`src/hdl/ttuv_pkg.sv`:
```
// ----------------------------------------------------------------------------
// ttuv_pkg
// Shared widths, codes and the controller-to-datapath command bundle for the
// triangle tangent block.
// ----------------------------------------------------------------------------
package ttuv_pkg;

    localparam int INDEX_W  = 24;
    localparam int COORD_W  = 32;
    localparam int DELTA_W  = 33;
    localparam int PROD_W   = 66;
    localparam int ACC_W    = 67;
    localparam int MAG_W    = 66;
    localparam int NORM_W   = 30;
    localparam int TAN_W    = 16;
    localparam int SQ_W     = 64;
    localparam int ROOT_W   = 32;
    localparam int NUM_W    = 45;
    localparam int QUOT_W   = 17;
    localparam int CNT_W    = 5;
    localparam int STEP_W   = 4;

    localparam logic [QUOT_W-1:0] QUOT_ONE = QUOT_W'(16384);
    localparam logic [CNT_W-1:0]  SQRT_LAST = CNT_W'(31);
    localparam logic [CNT_W-1:0]  DIV_LAST  = CNT_W'(QUOT_W - 1);

    // multiplier operand pair, one per product in the sequence
    typedef enum logic [STEP_W-1:0] {
        MS_U0V1  = 4'd0,
        MS_U1V0  = 4'd1,
        MS_V1E0X = 4'd2,
        MS_V0E1X = 4'd3,
        MS_V1E0Y = 4'd4,
        MS_V0E1Y = 4'd5,
        MS_V1E0Z = 4'd6,
        MS_V0E1Z = 4'd7,
        MS_SQ0   = 4'd8,
        MS_SQ1   = 4'd9,
        MS_SQ2   = 4'd10
    } mul_sel_t;

    typedef enum logic [1:0] {
        ACC_HOLD = 2'd0,
        ACC_LOAD = 2'd1,
        ACC_ADD  = 2'd2,
        ACC_SUB  = 2'd3
    } acc_op_t;

    typedef struct packed {
        logic       load_hold;
        logic       hold_slot;
        logic       load_third;
        logic       make_deltas;
        logic       mul_en;
        mul_sel_t   mul_sel;
        acc_op_t    acc_op;
        logic       store_en;
        logic [1:0] store_sel;
        logic       take_mag;
        logic       norm_en;
        logic       sqrt_init;
        logic       sqrt_step;
        logic       div_init;
        logic       div_step;
        logic [1:0] lane;
        logic       div_store;
        logic       clear_tan;
        logic       load_out;
    } dp_cmd_t;

    typedef struct packed {
        logic det_zero;
        logic norm_zero;
        logic norm_big;
        logic norm_small;
    } dp_stat_t;

endpackage

```
`src/hdl/ttuv_ctrl.sv`:
```
// ----------------------------------------------------------------------------
// ttuv_ctrl
// Sequencer: corner counting, product schedule, normalize, root and divide
// loops, and the result handshake.
// ----------------------------------------------------------------------------
module ttuv_ctrl
    import ttuv_pkg::*;
(
    input  logic     aclk,
    input  logic     aresetn,
    input  logic     s_valid,
    output logic     s_ready,
    output logic     m_valid,
    input  logic     m_ready,
    input  dp_stat_t stat,
    output dp_cmd_t  cmd
);

    typedef enum logic [11:0] {
        ST_IDLE      = 12'b000000000001,
        ST_DELTA     = 12'b000000000010,
        ST_MUL       = 12'b000000000100,
        ST_ACC       = 12'b000000001000,
        ST_CHK       = 12'b000000010000,
        ST_NORM      = 12'b000000100000,
        ST_SQRT_INIT = 12'b000001000000,
        ST_SQRT      = 12'b000010000000,
        ST_DIV_INIT  = 12'b000100000000,
        ST_DIV       = 12'b001000000000,
        ST_DIV_STORE = 12'b010000000000,
        ST_EMIT      = 12'b100000000000
    } state_t;

    state_t              state_reg, state_next;
    logic [1:0]          count_reg, count_next;
    logic [STEP_W-1:0]   step_reg, step_next;
    logic [CNT_W-1:0]    cnt_reg, cnt_next;
    logic [1:0]          lane_reg, lane_next;
    logic                m_valid_reg, m_valid_next;
    logic                accept;

    assign s_ready = state_reg == ST_IDLE;
    assign m_valid = m_valid_reg;
    assign accept  = s_valid && s_ready;

    always_comb begin
        state_next   = state_reg;
        count_next   = count_reg;
        step_next    = step_reg;
        cnt_next     = cnt_reg;
        lane_next    = lane_reg;
        m_valid_next = m_valid_reg;
        cmd          = '0;
        cmd.mul_sel  = mul_sel_t'(step_reg);
        cmd.acc_op   = ACC_HOLD;
        cmd.lane     = lane_reg;
        cmd.hold_slot = count_reg[0];
        cmd.store_sel = step_reg[2:1];

        if (m_valid_reg && m_ready) begin
            m_valid_next = 1'b0;
        end

        unique case (state_reg)
            ST_IDLE: begin
                if (accept) begin
                    if (count_reg < 2'd2) begin
                        cmd.load_hold = 1'b1;
                        count_next    = count_reg + 2'd1;
                    end else begin
                        cmd.load_third = 1'b1;
                        count_next     = 2'd0;
                        state_next     = ST_DELTA;
                    end
                end
            end
            ST_DELTA: begin
                cmd.make_deltas = 1'b1;
                step_next       = '0;
                state_next      = ST_MUL;
            end
            ST_MUL: begin
                cmd.mul_en = 1'b1;
                state_next = ST_ACC;
            end
            ST_ACC: begin
                // even cross steps start a difference, odd ones finish it
                if (step_reg >= STEP_W'(MS_SQ0)) begin
                    cmd.acc_op = (step_reg == STEP_W'(MS_SQ0)) ? ACC_LOAD : ACC_ADD;
                end else if (step_reg[0]) begin
                    cmd.acc_op   = ACC_SUB;
                    cmd.store_en = 1'b1;
                end else begin
                    cmd.acc_op = ACC_LOAD;
                end
                step_next = step_reg + STEP_W'(1);
                if (step_reg == STEP_W'(MS_V0E1Z)) begin
                    state_next = ST_CHK;
                end else if (step_reg == STEP_W'(MS_SQ2)) begin
                    state_next = ST_SQRT_INIT;
                end else begin
                    state_next = ST_MUL;
                end
            end
            ST_CHK: begin
                if (stat.det_zero) begin
                    state_next = ST_IDLE;
                end else begin
                    cmd.take_mag = 1'b1;
                    state_next   = ST_NORM;
                end
            end
            ST_NORM: begin
                priority if (stat.norm_zero) begin
                    cmd.clear_tan = 1'b1;
                    state_next    = ST_EMIT;
                end else if (stat.norm_big || stat.norm_small) begin
                    cmd.norm_en = 1'b1;
                end else begin
                    step_next  = STEP_W'(MS_SQ0);
                    state_next = ST_MUL;
                end
            end
            ST_SQRT_INIT: begin
                cmd.sqrt_init = 1'b1;
                cnt_next      = '0;
                state_next    = ST_SQRT;
            end
            ST_SQRT: begin
                cmd.sqrt_step = 1'b1;
                cnt_next      = cnt_reg + CNT_W'(1);
                if (cnt_reg == SQRT_LAST) begin
                    lane_next  = 2'd0;
                    state_next = ST_DIV_INIT;
                end
            end
            ST_DIV_INIT: begin
                cmd.div_init = 1'b1;
                cnt_next     = '0;
                state_next   = ST_DIV;
            end
            ST_DIV: begin
                cmd.div_step = 1'b1;
                cnt_next     = cnt_reg + CNT_W'(1);
                if (cnt_reg == DIV_LAST) begin
                    state_next = ST_DIV_STORE;
                end
            end
            ST_DIV_STORE: begin
                cmd.div_store = 1'b1;
                lane_next     = lane_reg + 2'd1;
                state_next    = (lane_reg == 2'd2) ? ST_EMIT : ST_DIV_INIT;
            end
            ST_EMIT: begin
                if (!m_valid_reg || m_ready) begin
                    cmd.load_out = 1'b1;
                    m_valid_next = 1'b1;
                    state_next   = ST_IDLE;
                end
            end
            default: begin
                state_next = ST_IDLE;
            end
        endcase
    end

    always_ff @(posedge aclk) begin
        if (!aresetn) begin
            state_reg   <= ST_IDLE;
            count_reg   <= '0;
            step_reg    <= '0;
            cnt_reg     <= '0;
            lane_reg    <= '0;
            m_valid_reg <= 1'b0;
        end else begin
            state_reg   <= state_next;
            count_reg   <= count_next;
            step_reg    <= step_next;
            cnt_reg     <= cnt_next;
            lane_reg    <= lane_next;
            m_valid_reg <= m_valid_next;
        end
    end

endmodule

```
`config.mk`:
```
export PLATFORM = sky130hd
export DESIGN_NAME = ttuv_ctrl
export DESIGN_NICKNAME = d
export VERILOG_FILES = /design/src/hdl/ttuv_pkg.sv /design/src/hdl/ttuv_ctrl.sv
export SDC_FILE = /design/constraint.sdc
export NUM_CORES = 1
export LEC_CHECK = 0
export BUFFER_PORTS_ARGS = -buffer_cell sky130_fd_sc_hd__clkbuf_2
export CAP_MARGIN = 20
export CORE_ASPECT_RATIO = 0.8
export CORE_MARGIN = 1
export CORE_UTILIZATION = 54
export DETAILED_ROUTE_END_ITERATION = 16
export PLACE_DENSITY_LB_ADDON = 0.2
export SLEW_MARGIN = 20
export SYNTH_ARGS = -nofsm -noshare
export SYNTH_HDL_FRONTEND = slang
export SYNTH_SLANG_ARGS = --single-unit
```
`constraint.sdc`:
```
create_clock -name aclk -period 3.1 [get_ports aclk]
set_clock_uncertainty 0.05 [all_clocks]
set_input_delay 0.31 -clock aclk [delete_from_list [all_inputs] [get_ports aclk]]
set_output_delay 0.31 -clock aclk [all_outputs]
set_load 0.005 [all_outputs]
```
# Yosys cells after proc, flatten, opt, wreduce, memory -nomap -nowiden
# Index checks and enable logic that the tools add are counted.
# totals
wordCells	102
out_inout_bits	27
regBits	26
input_bits	8
# op_classes
n_addsub	4
n_reduce_logical	14
n_mux	50
n_eq_ne	26
n_lt_le_gt_ge	2
# op_table
op	count
$pmux W12 S12	1
$mux W12	8
$mux W1	27
$mux W7	2
$eq A12 B1 Y1 const B	1
$eq A12 B10 Y1 const B	1
$eq A12 B11 Y1 const B	1
$eq A12 B12 Y1 const B	1
$eq A12 B2 Y1 const B	1
$eq A12 B3 Y1 const B	1
$eq A12 B4 Y1 const B	1
$eq A12 B5 Y1 const B	1
$eq A12 B6 Y1 const B	1
$eq A12 B7 Y1 const B	1
$eq A12 B8 Y1 const B	1
$eq A12 B9 Y1 const B	1
$ne A2 B2 Y1 const B	6
$pmux W4 S3	1
$eq A5 B5 Y1 const B	2
$mux W2	5
$pmux W5 S2	1
$eq A4 B4 Y1 const B	2
$mux W4	2
$mux W6	1
other kinds (20)	26

# Longest topological paths before layout
# logic_depth
depth_word	4
mapped_depth	8
mapped_depth_nobuf	8

# Worst setup path after synthesis
# OpenSTA, ideal clock, no wires.
# synth_path
kind	reg-to-reg
start	register state_reg[11]
end	register state_reg[2]
n_path_buf	2
synth_period_minus_slack_ns	2.337
arrival_ns	2.172
required_ns	2.935
setup_ns	0.115
path_stages_with_launch	8
slack_ns	0.763
cell_sequence	dfxtp_1 buf_6 or4_1 buf_2 or4_4 nor3_4 or4b_4 o21ba_1
# synth_between
elab_chain_cells	4
word_cells_on_any_way	21
cone_classes	18 x eq/ne; 1 x mux; 2 x reduce/logical
# synth_lines
element	line_no	source
start: declaration	ttuv_ctrl.sv:34	state_t state_reg, state_next;
start signal: assignment	ttuv_ctrl.sv:176	state_reg <= state_next;
$eq A12 B1 Y1	ttuv_ctrl.sv:42, ttuv_ctrl.sv:64	
$logic_and A1 B1 Y1	ttuv_ctrl.sv:44	assign accept = s_valid && s_ready;
$ne A2 B1 Y1 (no line)	n/a	
$reduce_and A6 Y1 (no line)	n/a	
# Parallel ways exist; a longest one is shown, timed or not.
# A chain may end at the register's enable or synchronous reset.

==> results.md <==
- Clk slew on worst S/H paths: 0.09 ns
- Area occupied by multi-input gates: 1080 um^2
- Max VDD drop: 332 uV
- Setup TNS: 0 ns
- Seq/Total Area, Yosys: 0.301
- Clk sinks: 26
- Synth Register Bits: 26
- Status: finished, final reports clean
- Clock root cell: clkbuf_8
- DRC viols: 0
- Initial antenna violation count: 0
- Largest cells by area after synthesis: dfxtp_1 (30%), ha_1 (5.1%), nor2b_1 (4.3%)
- Vias in the first global route: 1384
- Crit. End Element: primary output
- Layout Nets: 249
- Starting Density: 0.597
- Largest fanout on the critical path: 10
- Synth Cell Area: 1730 um^2
- RSZ-0062 raised after global routing: false
- Rows: 17
- Num CTS Buffers: 3
- Busiest grt layer: met2
- Worst-Skew Late Latency: 0.27 ns
- Largest register FFs: 12
- Total gr overflow: 0
- Vias per Instance: 6.14
- Syn Inst Count: 211
- Postcts setup bufs: 0
- Worst-Margin Slew: 0.702 ns
- Post-synth EDFFs: 0
- Diode count: 0
- GR Layer Usage met3: 0.0500
- Area leader, netlist: dfxtp_1
- Final Hold Fails: 0
- Dpl cell area: 1870 um^2
- P per Cell Area: 442 nW/um^2
- CP Launch Type: register
- Largest net degree at the start of global routing: 26
- H-Tree Depth: 1
- Met1 GRT Util: 0.373
- Register area: 520 um^2
- Vias post-DR: 1664
- Synth warn: 0
- Post-layout min period: 2.81 ns
- Final setup vio count: 0
- Worst slew margin: 0.525
- Number of fill cells: 262
- Share of cells above drive strength 1: 0.219
- Prevailing post-synth register cell: dfxtp_1
- Fmax achieved: 356 MHz
- Crit path DAT: 2.45 ns
- Crit path kind: register to primary output
- Drt pass-1 iters: 4
- Synth unique cells: 56
- WL/cell: 15.3 um
- Chip Height: 52.6 um
- DRT Wirelength: 4130 um
- Syn_nets: 226
- Detail Route Antenna Nets: 0
- First-pass GRT wire length: 6730 um
- Asr flop ratio synth: 0
- Worst Path Required: 2.74 ns
- Area of the core: 2890 um^2
- Design area: 1920 um^2
- GP Congestion: 0.919
- DR iter-0 viols: 144
- Die width: 65.2 um
- Post-synth top area share: 0.301
- IO Pins: 35
- # port buffers: 34
- Die area: 3430 um^2
- Hold Crit Class: input pin to register
- Quantity of gates resized following cts: 0
- DP HPWL: 3000 um
- Hold buffers post-CTS: 0
- Total power draw: 0.000851 W
- Total Routing Usage GR: 0.259
- Syn-to-layout area delta: 11.4%
- Final max-slew violation count: 0
- Commonest non-fill, non-tap cell in the layout: clkbuf_2
- Met2 GRT Util: 0.399
- Leak: 0.859 nW
- Fin crit share: 0.907
- Most frequent cells in the layout: clkbuf_2 (34), dfxtp_1 (26), nor2_1 (17)
- Max-cap viol count: 0
- Clock Path Buffers: 2
- Syn avg cell area: 8.18 um^2
- CTS tree: yes
## worst paths after layout
kind / start / endpoint / slack, ns / cells after the start
worst max-delay path: state_reg[11] / cmd[9] / 0.29 / 4
worst min-delay path: m_ready / m_valid / 0.32 / 3
worst max register to register: cnt_reg[0] / state_reg[2] / 0.55 / 8
worst min register to register: m_valid / m_valid / 0.51 / 2
## cell type report
type,instances,area share
Clock buffer,4,0.0286
Inverter,10,0.0195
Multi-Input combinational cell,157,0.560
Sequential cell,26,0.270
Tap cell,38,0.0247
Timing Repair Buffer,36,0.0962
## synthesized netlist by cell type (2+ instances only)
cell type,n
or4_1,2
and2_1,2
o22ai_1,3
a21boi_0,2
xor2_1,3
or4b_2,2
nor4b_1,5
and3_1,5
nor4_1,10
o21a_1,6
a21oi_1,7
ha_1,7
buf_2,3
buf_4,3
nand3b_1,2
nand3_1,6
a22o_1,2
o21ai_0,6
a22oi_1,2
or2_2,2
nand2b_1,7
a21o_1,2
inv_1,10
nor3b_1,2
nor2b_1,12
nand2_1,12
nor3_1,5
clkbuf_1,10
dfxtp_1,26
nand4b_1,3
nor2_1,17
## stage by stage
stage	std cells	hold WS (ns)	utilization	setup slack, ns
2_1_floorplan	211	0.393	-	0.763
6_report	271	0.323	0.665	0.290
3_5_place_dp	267	0.480	0.646	0.613
5_1_grt	271	0.359	0.665	0.190
4_1_cts	271	0.323	0.665	0.293
3_3_place_gp	267	0.461	0.646	0.680
## per-layer routing
metal	routed length, um	vias to the layer above
met1	1950	766
li1	-	807
met4	34	0
met5	0	-
met3	354	6
met2	1800	85
## report_power, final
| part | internal, W | total [W] | switching, W |
|---|---|---|---|
| Sequential | 0.000352 | 0.000375 | 0.0000231 |
| Combinational | 0.000109 | 0.000259 | 0.000150 |
| Clock | 0.000114 | 0.000217 | 0.000103 |
## kinds of logic after synthesis
logic type | Yosys count | synth area share
DFF | 26 | 0.301
muxes | 1 | 0.00580
and+or+nand+nor | 103 | 0.364
buffers and inverters | 28 | 0.0739
adders and majority gates | 7 | 0.0507
AOI/OAI and AO/OA | 42 | 0.184
xor gates and xnor gates | 4 | 0.0203
## worst max-delay path: stages, from the launching register on
cell and delay [ns]:
dfxtp_1 0.40, or4_1 0.71, or4_4 0.63, nor3_4 0.27, clkbuf_2 0.16
(Power assumes the default switching activity.)
